## src/hw/rtl/stsh_pkg.sv

```systemverilog
// ----------------------------------------------------------------------------
// stsh_pkg
// Shared types, register codes and defaults for the stop-triggered sample
// history dump.
// ----------------------------------------------------------------------------
package stsh_pkg;

   // Ring and dump geometry defaults.
   localparam int HISTORY_DEPTH_DEF = 150;
   localparam int SKIP_RECENT_DEF   = 50;
   localparam int DUMP_SAMPLES_DEF  = 100;

   // Depth of the command and result queues.
   localparam int QUEUE_DEPTH_DEF   = 2;

   // Register reset values.
   localparam logic [7:0] SPIKE_LIMIT_RESET    = 8'd250;
   localparam logic [7:0] RUN_THRESHOLD_RESET  = 8'd50;
   localparam logic [7:0] STOP_THRESHOLD_RESET = 8'd50;

   localparam int CSR_INDEX_W = 2;

   typedef enum logic [CSR_INDEX_W-1:0] {
      CSR_SPIKE_LIMIT    = 2'd0,
      CSR_RUN_THRESHOLD  = 2'd1,
      CSR_STOP_THRESHOLD = 2'd2
   } csr_index_type;

   // Status byte bit positions.
   localparam int ST_BRAKE      = 7;
   localparam int ST_LEFT_TURN  = 6;
   localparam int ST_RIGHT_TURN = 5;
   localparam int ST_HIGH_BEAM  = 4;
   localparam int ST_LOW_BEAM   = 3;
   localparam int ST_IGNITION   = 0;

   typedef struct packed {
      logic [7:0] spike_limit;
      logic [7:0] run_threshold;
      logic [7:0] stop_threshold;
   } cfg_type;

   typedef struct packed {
      logic       ignition_on;
      logic [7:0] speed;
      logic       brake;
      logic       left_turn;
      logic       right_turn;
      logic       high_beam;
      logic       low_beam;
   } tick_type;

   typedef struct packed {
      logic [7:0] speed;
      logic [7:0] status;
   } sample_type;

   // One classified tick: the sample to store and whether it starts a dump.
   typedef struct packed {
      sample_type sample;
      logic       trigger;
   } cmd_type;

   typedef struct packed {
      sample_type first;
      sample_type second;
      logic       dump_last;
   } result_type;

   typedef enum logic [1:0] {
      BK_IDLE      = 2'd0,
      BK_RD_FIRST  = 2'd1,
      BK_RD_SECOND = 2'd2,
      BK_EMIT      = 2'd3
   } back_state_type;

   typedef struct packed {
      logic dumping;
      logic cmd_pop;
      logic rsp_push;
      logic rsp_last;
   } back_status_type;

endpackage

```

## src/hw/rtl/stsh_fifo.sv

```systemverilog
// ----------------------------------------------------------------------------
// stsh_fifo
// Small first-in first-out queue with full and empty flags.
// ----------------------------------------------------------------------------
module stsh_fifo #(
   parameter int WIDTH = 16,
   parameter int DEPTH = stsh_pkg::QUEUE_DEPTH_DEF
) (
   input  logic             clock,
   input  logic             reset,
   input  logic             push,
   input  logic [WIDTH-1:0] data_in,
   output logic             full,
   input  logic             pop,
   output logic [WIDTH-1:0] data_out,
   output logic             empty
);
   localparam int PTR_W = (DEPTH > 1) ? $clog2(DEPTH) : 1;
   localparam int CNT_W = $clog2(DEPTH + 1);

   logic [WIDTH-1:0] slot_ff [DEPTH];
   logic [PTR_W-1:0] wr_ptr_ff, wr_ptr_in;
   logic [PTR_W-1:0] rd_ptr_ff, rd_ptr_in;
   logic [CNT_W-1:0] count_ff, count_in;
   logic             do_push, do_pop;

   assign full     = (count_ff == CNT_W'(DEPTH));
   assign empty    = (count_ff == '0);
   assign do_push  = push && !full;
   assign do_pop   = pop && !empty;
   assign data_out = slot_ff[rd_ptr_ff];

   always_comb begin
      wr_ptr_in = wr_ptr_ff;
      rd_ptr_in = rd_ptr_ff;
      count_in  = count_ff;
      if (do_push) begin
         wr_ptr_in = (wr_ptr_ff == PTR_W'(DEPTH - 1)) ? '0 : wr_ptr_ff + 1'b1;
      end
      if (do_pop) begin
         rd_ptr_in = (rd_ptr_ff == PTR_W'(DEPTH - 1)) ? '0 : rd_ptr_ff + 1'b1;
      end
      if (do_push && !do_pop) begin
         count_in = count_ff + 1'b1;
      end else if (do_pop && !do_push) begin
         count_in = count_ff - 1'b1;
      end
   end

   always_ff @(posedge clock) begin
      if (reset) begin
         wr_ptr_ff <= '0;
         rd_ptr_ff <= '0;
         count_ff  <= '0;
      end else begin
         wr_ptr_ff <= wr_ptr_in;
         rd_ptr_ff <= rd_ptr_in;
         count_ff  <= count_in;
      end
   end

   always_ff @(posedge clock) begin
      if (do_push) begin
         slot_ff[wr_ptr_ff] <= data_in;
      end
   end

endmodule

```

## src/hw/rtl/stsh_front.sv

```systemverilog
// ----------------------------------------------------------------------------
// stsh_front
// Tick classifier: spike filter, status packing, motion and stop counters.
// ----------------------------------------------------------------------------
module stsh_front (
   input  logic               clock,
   input  logic               reset,
   input  stsh_pkg::cfg_type  cfg,
   input  logic               tick_accept,
   input  stsh_pkg::tick_type tick,
   output logic               cmd_push,
   output stsh_pkg::cmd_type  cmd
);
   logic [7:0] prev_speed_ff, prev_speed_in;
   logic [7:0] moving_count_ff, moving_count_in;
   logic [7:0] stopped_count_ff, stopped_count_in;
   logic       moving_ff, moving_in;
   logic       sample_tick;
   logic [7:0] stored;
   logic       trigger;

   // Ignition off drops the tick altogether.
   assign sample_tick = tick_accept && tick.ignition_on;
   assign stored      = (tick.speed > cfg.spike_limit) ? prev_speed_ff : tick.speed;

   always_comb begin
      prev_speed_in    = prev_speed_ff;
      moving_count_in  = moving_count_ff;
      stopped_count_in = stopped_count_ff;
      moving_in        = moving_ff;
      trigger          = 1'b0;
      if (sample_tick) begin
         prev_speed_in = stored;
         if (tick.speed != 8'd0) begin
            stopped_count_in = 8'd0;
            if (moving_count_ff < cfg.run_threshold) begin
               moving_count_in = moving_count_ff + 8'd1;
            end else begin
               moving_in = 1'b1;
            end
         end else begin
            moving_count_in = 8'd0;
            if (stopped_count_ff < cfg.stop_threshold) begin
               stopped_count_in = stopped_count_ff + 8'd1;
            end else begin
               trigger   = moving_ff;
               moving_in = 1'b0;
            end
         end
      end
   end

   always_comb begin
      cmd.sample.speed                        = stored;
      cmd.sample.status                       = 8'd0;
      cmd.sample.status[stsh_pkg::ST_BRAKE]     = tick.brake;
      cmd.sample.status[stsh_pkg::ST_LEFT_TURN] = tick.left_turn;
      cmd.sample.status[stsh_pkg::ST_RIGHT_TURN] = tick.right_turn;
      cmd.sample.status[stsh_pkg::ST_HIGH_BEAM] = tick.high_beam;
      cmd.sample.status[stsh_pkg::ST_LOW_BEAM]  = tick.low_beam;
      cmd.sample.status[stsh_pkg::ST_IGNITION]  = 1'b1;
      cmd.trigger                             = trigger;
   end

   assign cmd_push = sample_tick;

   always_ff @(posedge clock) begin
      if (reset) begin
         prev_speed_ff    <= 8'd0;
         moving_count_ff  <= 8'd0;
         stopped_count_ff <= 8'd0;
         moving_ff        <= 1'b0;
      end else begin
         prev_speed_ff    <= prev_speed_in;
         moving_count_ff  <= moving_count_in;
         stopped_count_ff <= stopped_count_in;
         moving_ff        <= moving_in;
      end
   end

endmodule

```

## src/hw/rtl/stsh_back.sv

```systemverilog
// ----------------------------------------------------------------------------
// stsh_back
// History ring and dump sequencer: stores samples, walks the ring on a trigger.
// ----------------------------------------------------------------------------
module stsh_back #(
   parameter int HISTORY_DEPTH = stsh_pkg::HISTORY_DEPTH_DEF,
   parameter int SKIP_RECENT   = stsh_pkg::SKIP_RECENT_DEF,
   parameter int DUMP_SAMPLES  = stsh_pkg::DUMP_SAMPLES_DEF
) (
   input  logic                      clock,
   input  logic                      reset,
   input  logic                      cmd_empty,
   input  stsh_pkg::cmd_type         cmd,
   output logic                      cmd_pop,
   input  logic                      rsp_full,
   output logic                      rsp_push,
   output stsh_pkg::result_type      rsp,
   output stsh_pkg::back_status_type status
);
   localparam int PTR_W = $clog2(HISTORY_DEPTH);
   localparam int SUM_W = PTR_W + 1;
   localparam int FILL_W = $clog2(HISTORY_DEPTH + 1);
   localparam int CNT_W = $clog2(DUMP_SAMPLES + 2) + 1;
   localparam int SKIP_MOD = SKIP_RECENT % HISTORY_DEPTH;

   logic [15:0] ring_mem [HISTORY_DEPTH];

   stsh_pkg::back_state_type state_ff, state_in;
   logic [PTR_W-1:0]  slot_ff, slot_in;
   logic [FILL_W-1:0] fill_ff, fill_in;
   logic [PTR_W-1:0]  rd_ptr_ff, rd_ptr_in;
   logic [CNT_W-1:0]  cnt_ff, cnt_in;
   stsh_pkg::sample_type first_ff, first_in;
   logic [15:0]       rd_data_ff;
   logic              rd_valid_ff;

   logic              mem_we;
   logic              rd_en;
   logic              has_second;
   logic              is_last;
   logic [SUM_W-1:0]  start_sum;
   logic [PTR_W-1:0]  start_ptr;
   logic [PTR_W-1:0]  ptr_dec;
   stsh_pkg::sample_type rd_sample;

   assign has_second = (cnt_ff + CNT_W'(1)) < CNT_W'(DUMP_SAMPLES);
   assign is_last    = (cnt_ff + CNT_W'(2)) >= CNT_W'(DUMP_SAMPLES);

   // Newest-first start slot: newest sample sits at slot_ff, step back past the skip.
   assign start_sum = SUM_W'(slot_ff) + SUM_W'(HISTORY_DEPTH) - SUM_W'(SKIP_MOD);
   assign start_ptr = (start_sum >= SUM_W'(HISTORY_DEPTH)) ?
                      PTR_W'(start_sum - SUM_W'(HISTORY_DEPTH)) : PTR_W'(start_sum);
   assign ptr_dec   = (rd_ptr_ff == '0) ? PTR_W'(HISTORY_DEPTH - 1) : rd_ptr_ff - 1'b1;

   // Never-written entries read as zero.
   assign rd_sample = rd_valid_ff ? stsh_pkg::sample_type'(rd_data_ff) : '0;

   // Next state.
   always_comb begin
      state_in = state_ff;
      case (state_ff)
         stsh_pkg::BK_IDLE: begin
            if (!cmd_empty && cmd.trigger) begin
               state_in = stsh_pkg::BK_RD_FIRST;
            end
         end
         stsh_pkg::BK_RD_FIRST:  state_in = stsh_pkg::BK_RD_SECOND;
         stsh_pkg::BK_RD_SECOND: state_in = stsh_pkg::BK_EMIT;
         stsh_pkg::BK_EMIT: begin
            if (!rsp_full) begin
               state_in = is_last ? stsh_pkg::BK_IDLE : stsh_pkg::BK_RD_FIRST;
            end
         end
         default: state_in = stsh_pkg::BK_IDLE;
      endcase
   end

   // Outputs.
   always_comb begin
      cmd_pop  = 1'b0;
      mem_we   = 1'b0;
      rd_en    = 1'b0;
      rsp_push = 1'b0;
      case (state_ff)
         stsh_pkg::BK_IDLE: begin
            cmd_pop = !cmd_empty;
            mem_we  = !cmd_empty;
         end
         stsh_pkg::BK_RD_FIRST:  rd_en    = 1'b1;
         stsh_pkg::BK_RD_SECOND: rd_en    = has_second;
         stsh_pkg::BK_EMIT:      rsp_push = !rsp_full;
         default: begin
            cmd_pop = 1'b0;
         end
      endcase
   end

   always_comb begin
      rsp.first     = first_ff;
      rsp.second    = has_second ? rd_sample : '0;
      rsp.dump_last = is_last;
   end

   // Datapath next values.
   always_comb begin
      slot_in   = slot_ff;
      fill_in   = fill_ff;
      rd_ptr_in = rd_ptr_ff;
      cnt_in    = cnt_ff;
      first_in  = first_ff;
      if (mem_we) begin
         slot_in = (slot_ff == PTR_W'(HISTORY_DEPTH - 1)) ? '0 : slot_ff + 1'b1;
         if (fill_ff != FILL_W'(HISTORY_DEPTH)) begin
            fill_in = fill_ff + 1'b1;
         end
         rd_ptr_in = start_ptr;
         cnt_in    = '0;
      end
      if (rd_en) begin
         rd_ptr_in = ptr_dec;
      end
      if (state_ff == stsh_pkg::BK_RD_SECOND) begin
         first_in = rd_sample;
      end
      if (rsp_push) begin
         cnt_in = cnt_ff + CNT_W'(2);
      end
   end

   always_ff @(posedge clock) begin
      if (reset) begin
         state_ff <= stsh_pkg::BK_IDLE;
         slot_ff  <= '0;
         fill_ff  <= '0;
      end else begin
         state_ff <= state_in;
         slot_ff  <= slot_in;
         fill_ff  <= fill_in;
      end
   end

   always_ff @(posedge clock) begin
      rd_ptr_ff <= rd_ptr_in;
      cnt_ff    <= cnt_in;
      first_ff  <= first_in;
   end

   // Ring memory: one write port, one registered read port.
   always_ff @(posedge clock) begin
      if (mem_we) begin
         ring_mem[slot_ff] <= cmd.sample;
      end
   end

   always_ff @(posedge clock) begin
      if (rd_en) begin
         rd_data_ff  <= ring_mem[rd_ptr_ff];
         rd_valid_ff <= (FILL_W'(rd_ptr_ff) < fill_ff);
      end
   end

   always_comb begin
      status.dumping  = (state_ff != stsh_pkg::BK_IDLE);
      status.cmd_pop  = cmd_pop;
      status.rsp_push = rsp_push;
      status.rsp_last = rsp.dump_last;
   end

endmodule

```

## src/hw/rtl/stop_triggered_sample_history_dump.sv

```systemverilog
// ----------------------------------------------------------------------------
// stop_triggered_sample_history_dump
// Pre-trigger capture of speed and lamp status, dumped on a stop after motion.
// ----------------------------------------------------------------------------
// Each request is one 0.2 s tick. A front classifier takes a tick whenever the
// two-entry command queue has room (req_full low), filters speed spikes, packs
// the status byte and runs the moving/stopped counters; ticks with ignition off
// are dropped there. A back sequencer drains the queue: a plain tick costs it one
// ring write. A triggering tick writes its sample and then walks the ring newest
// first, skipping SKIP_RECENT samples and reading DUMP_SAMPLES more through the
// single registered read port of the ring memory; for each result pair it reads
// in BK_RD_FIRST and BK_RD_SECOND, then pushes in BK_EMIT, where it waits while
// the result queue is full. The ring is not swept at reset: a fill count marks
// which slots hold data and the rest read as zero, so the block accepts ticks
// right after reset. The user must write registers through csr_* only while
// the block is idle, which the block does not enforce; csr_ready is always high.
// ----------------------------------------------------------------------------
module stop_triggered_sample_history_dump #(
   parameter int HISTORY_DEPTH = stsh_pkg::HISTORY_DEPTH_DEF,
   parameter int SKIP_RECENT   = stsh_pkg::SKIP_RECENT_DEF,
   parameter int DUMP_SAMPLES  = stsh_pkg::DUMP_SAMPLES_DEF
) (
   input  logic       clock,
   input  logic       reset,
   // tick requests
   input  logic       req_push,
   output logic       req_full,
   input  logic       req_ignition_on,
   input  logic [7:0] req_speed,
   input  logic       req_brake,
   input  logic       req_left_turn,
   input  logic       req_right_turn,
   input  logic       req_high_beam,
   input  logic       req_low_beam,
   // dump results
   output logic       rsp_empty,
   input  logic       rsp_pop,
   output logic [7:0] rsp_first_speed,
   output logic [7:0] rsp_first_status,
   output logic [7:0] rsp_second_speed,
   output logic [7:0] rsp_second_status,
   output logic       rsp_dump_last,
   // register writes
   input  logic       csr_valid,
   output logic       csr_ready,
   input  logic [stsh_pkg::CSR_INDEX_W-1:0] csr_index,
   input  logic [7:0] csr_data
);
   localparam int CMD_W = $bits(stsh_pkg::cmd_type);
   localparam int RSP_W = $bits(stsh_pkg::result_type);

   stsh_pkg::cfg_type         cfg_ff, cfg_in;
   stsh_pkg::tick_type        tick;
   stsh_pkg::cmd_type         cmd_front;
   stsh_pkg::cmd_type         cmd_back;
   stsh_pkg::result_type      rsp_back;
   stsh_pkg::result_type      rsp_head;
   stsh_pkg::back_status_type bk_status;
   logic                      tick_accept;
   logic                      cmd_push;
   logic                      cmd_pop;
   logic                      cmd_empty;
   logic                      rsp_push;
   logic                      rsp_full;
   logic [CMD_W-1:0]          cmd_head_bits;
   logic [RSP_W-1:0]          rsp_head_bits;

   // ---- register file: always ready, unknown indexes are dropped ----
   assign csr_ready = 1'b1;

   always_comb begin
      cfg_in = cfg_ff;
      if (csr_valid && csr_ready) begin
         case (stsh_pkg::csr_index_type'(csr_index))
            stsh_pkg::CSR_SPIKE_LIMIT:    cfg_in.spike_limit    = csr_data;
            stsh_pkg::CSR_RUN_THRESHOLD:  cfg_in.run_threshold  = csr_data;
            stsh_pkg::CSR_STOP_THRESHOLD: cfg_in.stop_threshold = csr_data;
            default:                      cfg_in                = cfg_ff;
         endcase
      end
   end

   always_ff @(posedge clock) begin
      if (reset) begin
         cfg_ff.spike_limit    <= stsh_pkg::SPIKE_LIMIT_RESET;
         cfg_ff.run_threshold  <= stsh_pkg::RUN_THRESHOLD_RESET;
         cfg_ff.stop_threshold <= stsh_pkg::STOP_THRESHOLD_RESET;
      end else begin
         cfg_ff <= cfg_in;
      end
   end

   // ---- front: classify each accepted tick ----
   assign tick_accept = req_push && !req_full;

   always_comb begin
      tick.ignition_on = req_ignition_on;
      tick.speed       = req_speed;
      tick.brake       = req_brake;
      tick.left_turn   = req_left_turn;
      tick.right_turn  = req_right_turn;
      tick.high_beam   = req_high_beam;
      tick.low_beam    = req_low_beam;
   end

   stsh_front u_front (
      .clock       (clock),
      .reset       (reset),
      .cfg         (cfg_ff),
      .tick_accept (tick_accept),
      .tick        (tick),
      .cmd_push    (cmd_push),
      .cmd         (cmd_front)
   );

   // ---- command queue: lets the front run ahead of a dump ----
   stsh_fifo #(
      .WIDTH (CMD_W),
      .DEPTH (stsh_pkg::QUEUE_DEPTH_DEF)
   ) u_cmd_queue (
      .clock    (clock),
      .reset    (reset),
      .push     (cmd_push),
      .data_in  (cmd_front),
      .full     (req_full),
      .pop      (cmd_pop),
      .data_out (cmd_head_bits),
      .empty    (cmd_empty)
   );

   assign cmd_back = stsh_pkg::cmd_type'(cmd_head_bits);

   // ---- back: ring write and dump walk ----
   stsh_back #(
      .HISTORY_DEPTH (HISTORY_DEPTH),
      .SKIP_RECENT   (SKIP_RECENT),
      .DUMP_SAMPLES  (DUMP_SAMPLES)
   ) u_back (
      .clock     (clock),
      .reset     (reset),
      .cmd_empty (cmd_empty),
      .cmd       (cmd_back),
      .cmd_pop   (cmd_pop),
      .rsp_full  (rsp_full),
      .rsp_push  (rsp_push),
      .rsp       (rsp_back),
      .status    (bk_status)
   );

   // ---- result queue: hold finished pairs until the consumer pops ----
   stsh_fifo #(
      .WIDTH (RSP_W),
      .DEPTH (stsh_pkg::QUEUE_DEPTH_DEF)
   ) u_rsp_queue (
      .clock    (clock),
      .reset    (reset),
      .push     (rsp_push),
      .data_in  (rsp_back),
      .full     (rsp_full),
      .pop      (rsp_pop),
      .data_out (rsp_head_bits),
      .empty    (rsp_empty)
   );

   assign rsp_head          = stsh_pkg::result_type'(rsp_head_bits);
   assign rsp_first_speed   = rsp_head.first.speed;
   assign rsp_first_status  = rsp_head.first.status;
   assign rsp_second_speed  = rsp_head.second.speed;
   assign rsp_second_status = rsp_head.second.status;
   assign rsp_dump_last     = rsp_head.dump_last;

   // ---- checks ----
   // The final pair of a dump returns the sequencer to idle.
   a_last_ends_dump: assert property (@(posedge clock) disable iff (reset)
      bk_status.rsp_push && bk_status.rsp_last |=> !bk_status.dumping)
      else $error("dump sequencer still busy after final result");

   // No new tick is taken off the queue while a dump walks the ring.
   a_no_pop_in_dump: assert property (@(posedge clock) disable iff (reset)
      bk_status.dumping |-> !bk_status.cmd_pop)
      else $error("command popped during dump");

   // Results are only produced into a queue with room.
   a_rsp_room: assert property (@(posedge clock) disable iff (reset)
      bk_status.rsp_push |-> !rsp_full)
      else $error("result pushed into full queue");

   // A tick with ignition off never reaches the back end.
   a_ignition_off_dropped: assert property (@(posedge clock) disable iff (reset)
      tick_accept && !req_ignition_on |-> !cmd_push)
      else $error("ignition-off tick queued");

endmodule

```

## config.mk

```make
export PLATFORM = sky130hd
export DESIGN_NAME = stop_triggered_sample_history_dump
export DESIGN_NICKNAME = d
export VERILOG_FILES = /design/src/hw/rtl/stsh_pkg.sv /design/src/hw/rtl/stsh_fifo.sv /design/src/hw/rtl/stsh_front.sv /design/src/hw/rtl/stsh_back.sv /design/src/hw/rtl/stop_triggered_sample_history_dump.sv
export SDC_FILE = /design/constraint.sdc
export NUM_CORES = 2
export LEC_CHECK = 0
export BUFFER_PORTS_ARGS = -buffer_cell sky130_fd_sc_hd__buf_4
export CORE_AREA = 4 4 447 449
export DETAILED_ROUTE_END_ITERATION = 12
export DIE_AREA = 0 0 451 453
export PLACE_DENSITY = 0.71
export SKIP_CTS_REPAIR_TIMING = 1
export SYNTH_ARGS = -nofsm -noshare
export SYNTH_HDL_FRONTEND = slang
export SYNTH_HIERARCHICAL = 1
export SYNTH_SLANG_ARGS = --single-unit
```

## constraint.sdc

```tcl
create_clock -name clock -period 2.85 [get_ports clock]
set_input_delay 0.1425 -clock clock [delete_from_list [all_inputs] [get_ports clock]]
set_output_delay 0.1425 -clock clock [all_outputs]
set_load 0.02 [all_outputs]
```

==> flow_summary.json <==
{
  "p_clk_share_pct": 28.2,
  "cp_top_family": "multiplexers",
  "switchingPower_mw": 35.8,
  "drt-pass1-iter-count": 7,
  "dp_hpwl_mm": 162,
  "antenna_found_initial": 8,
  "min_period_over_period_pct": 111,
  "min_from": "req_low_beam",
  "max_slew_margin_pct": 29.3,
  "ios": 65,
  "crit_path_max_incr_delay_ps": 540,
  "cellInternalPower_mw": 82.8,
  "critPathBufInv": 4,
  "reg2reg_slack_ps": -320,
  "layout_common_cells": "2548 x edfxtp_1, 613 x buf_4, 596 x mux4_2, 298 x clkbuf_16, 238 x nor2_1",
  "syn_to_final_growth_pct": 18.9,
  "root_buffer": "clkbuf_16",
  "dp_slack_ps": -775,
  "start_util_pct": 52.5,
  "grt_pass1_wl_mm": 385,
  "layout_commonest_cell": "edfxtp_1",
  "vias": 55300,
  "drive_above_1_share_pct": 32.8,
  "swShare_pct": 30.2,
  "fp.dieH_um": 453,
  "arrival_ps": 3850,
  "total_power_mw": 119,
  "p_comb_share_pct": 32.4,
  "cts-buffers-inserted": 279,
  "fillers": 13000,
  "crit_chain": "buf_6 -> buf_12 -> buf_12 -> mux4_2 -> mux4_2 -> o211ai_1 -> buf_4 -> o31ai_2 -> a311o_1",
  "core_area_mm2": 0.196,
  "placed_area_mm2": 0.111,
  "hold_end": "u_cmd_queue/slot_ff[0][4]$_DFFE_PP_",
  "htreeDepth": 5,
  "grt_pass1_vias": 54000,
  "cts_tree": "yes",
  "tightest_slew_ps": 1060,
  "layout_min_cycle_time_ps": 3170,
  "wl_per_cell_um": 31.5,
  "irDropWorstVdd_uv": 983,
  "timing.rr.start": "u_back/rd_ptr_ff[0]$_DFFE_PP_",
  "via_per_inst": 6.37,
  "yosys_warnings": 6,
  "reg2regPathDepth": 9,
  "setup.worst_path.start_class": "register",
  "r2r-end": "u_back/rd_data_ff[14]$_DFFE_PP_",
  "syn_inst": 4993,
  "critical_path.max_fanout": 6,
  "track_usage_pct": 26.1,
  "finalMaxSlewViolations": 0,
  "final_nets": 5919,
  "cp-end-kind": "register",
  "violations": "negative hold slack, negative setup slack",
  "hold_viol": 2,
  "skew_ps": 71.2,
  "overflow": 0,
  "maxCapViolations": 0,
  "wl_mm": 274,
  "globalplace.congestion": 0.901,
  "setup_viol": 16,
  "worst_path_max_delay_cell": "mux4_2",
  "port_buffers": 63,
  "hold_path.class": "input pin to register",
  "holdPathStages": 2,
  "rsz0062_at_grt": "yes",
  "route.detailed.drc": 0,
  "critical_path_class": "register to register",
  "clockBufferDepth": 4,
  "die_area_mm2": 0.204,
  "die_w_um": 451,
  "cellPowerDensity_mw_per_mm2": 968,
  "drtAntennaViolNets": 0,
  "final_cell_area_mm2": 0.123,
  "setup_slack_ps": -318,
  "critPathRequiredTime_ps": 3530,
  "cts.sinks": 2625,
  "synth_area_per_cell_um2": 20.6,
  "syn-cell-area_mm2": 0.103,
  "holdWs_ps": -6.21,
  "insertion_delay_ps": 960,
  "seq_power_share_pct": 39.3,
  "status": "finished, violations left",
  "clkTransAtPathRegs_ps": 60,
  "rows": 163,
  "max_freq_ghz": 0.316,
  "cellLeakagePower_nw": 40.0,
  "drtIter0Drc": 7666,
  "grt_max_degree": 151
}
## state kept, by name, indices dropped and copies added (netlist names), named ones only
register	count
u_cmd_queue/count_ff	2
u_front/moving_count_ff	8
u_rsp_queue/wr_ptr_ff	1
u_rsp_queue/count_ff	2
u_back/slot_ff	8
u_back/cnt_ff	7
u_back/rd_data_ff	16
u_back/rsp	16
u_rsp_queue/slot_ff	66
u_back/ring_mem	2400
u_front/stopped_count_ff	8
cfg_ff	24
u_front/moving_ff	1
u_back/state_ff	2
u_cmd_queue/rd_ptr_ff	1
u_rsp_queue/rd_ptr_ff	1
u_back/rd_valid_ff	1
u_back/rd_ptr_ff	8
u_cmd_queue/slot_ff	34
u_cmd_queue/wr_ptr_ff	1
u_back/fill_ff	8
u_front/prev_speed_ff	8
## metrics by stage
step           cells  hold WS [ps]  utilization (%)  setup TNS (ps)
4_1_cts         8528          -628             61.0           -6890
3_5_place_dp    8056           333             56.8           -6290
2_1_floorplan   4994           212                -               0
6_report        8676         -6.21             62.5           -3100
5_1_grt         8669         -14.0             62.5           -3420
3_3_place_gp    8056           329             56.8           -6020
## final cells by class
class	instances	area [um2]	area share (%)
well taps	2640	3300	2.70
flip-flops and latches	2625	78100	63.7
clock inverters	127	922	0.752
diodes	8	20.0	0.0163
multi-input cells	2036	24200	19.8
inverters	60	241	0.197
clock buffers	345	7340	5.99
repair buffers	835	8420	6.87
## worst reg2reg max path, delay by kind of cell (launching register included)
kind	cells	cell delay, ps
AO/OA/AOI/OAI	3	800
multiplexers	2	1050
flip-flops	1	400
buffers and inverters	4	680
## routing by layer
layer	wire length [um]	part of all wire, %	vias to the layer above	global-route usage, %
li1	-	-	22300	-
met1	100000	37	28800	35.9
met2	130000	47	3609	40.6
met3	32600	12	589	7.21
met4	10800	3.9	2	9.50
met5	13	0.0048	-	0
## worst max path at each step
stage | startpoint | slack [ps] | endpoint | depth (start not counted)
2_1_floorplan | u_back/rd_ptr_ff[0]$_DFFE_PP_ | 100 | u_back/rd_ptr_ff[5]$_DFFE_PP_ | 12
3_3_place_gp | u_back/rd_ptr_ff[2]$_DFFE_PP_ | -840 | u_back/rd_data_ff[2]$_DFFE_PP_ | 9
3_5_place_dp | u_back/rd_ptr_ff[2]$_DFFE_PP_ | -780 | u_back/rd_data_ff[2]$_DFFE_PP_ | 9
4_1_cts | u_back/rd_ptr_ff[2]$_DFFE_PP_ | -800 | u_back/rd_data_ff[2]$_DFFE_PP_ | 9
5_1_grt | u_back/rd_ptr_ff[0]$_DFFE_PP_ | -310 | u_back/rd_data_ff[9]$_DFFE_PP_ | 14
6_report | u_back/rd_ptr_ff[0]$_DFFE_PP_ | -320 | u_back/rd_data_ff[14]$_DFFE_PP_ | 9
## power groups by stage
stage / clock [mW] / sequential, mW / combinational [mW]
floorplan: 0 / 47.3 / 19.3
global placement: 0 / 47.4 / 33.5
detailed placement: 0 / 47.4 / 34.0
CTS: 33.9 / 46.6 / 34.3
global route: 35.7 / 46.7 / 40.1
finish: 33.5 / 46.7 / 38.5
Note: power is estimated with default switching activity, not from simulation.
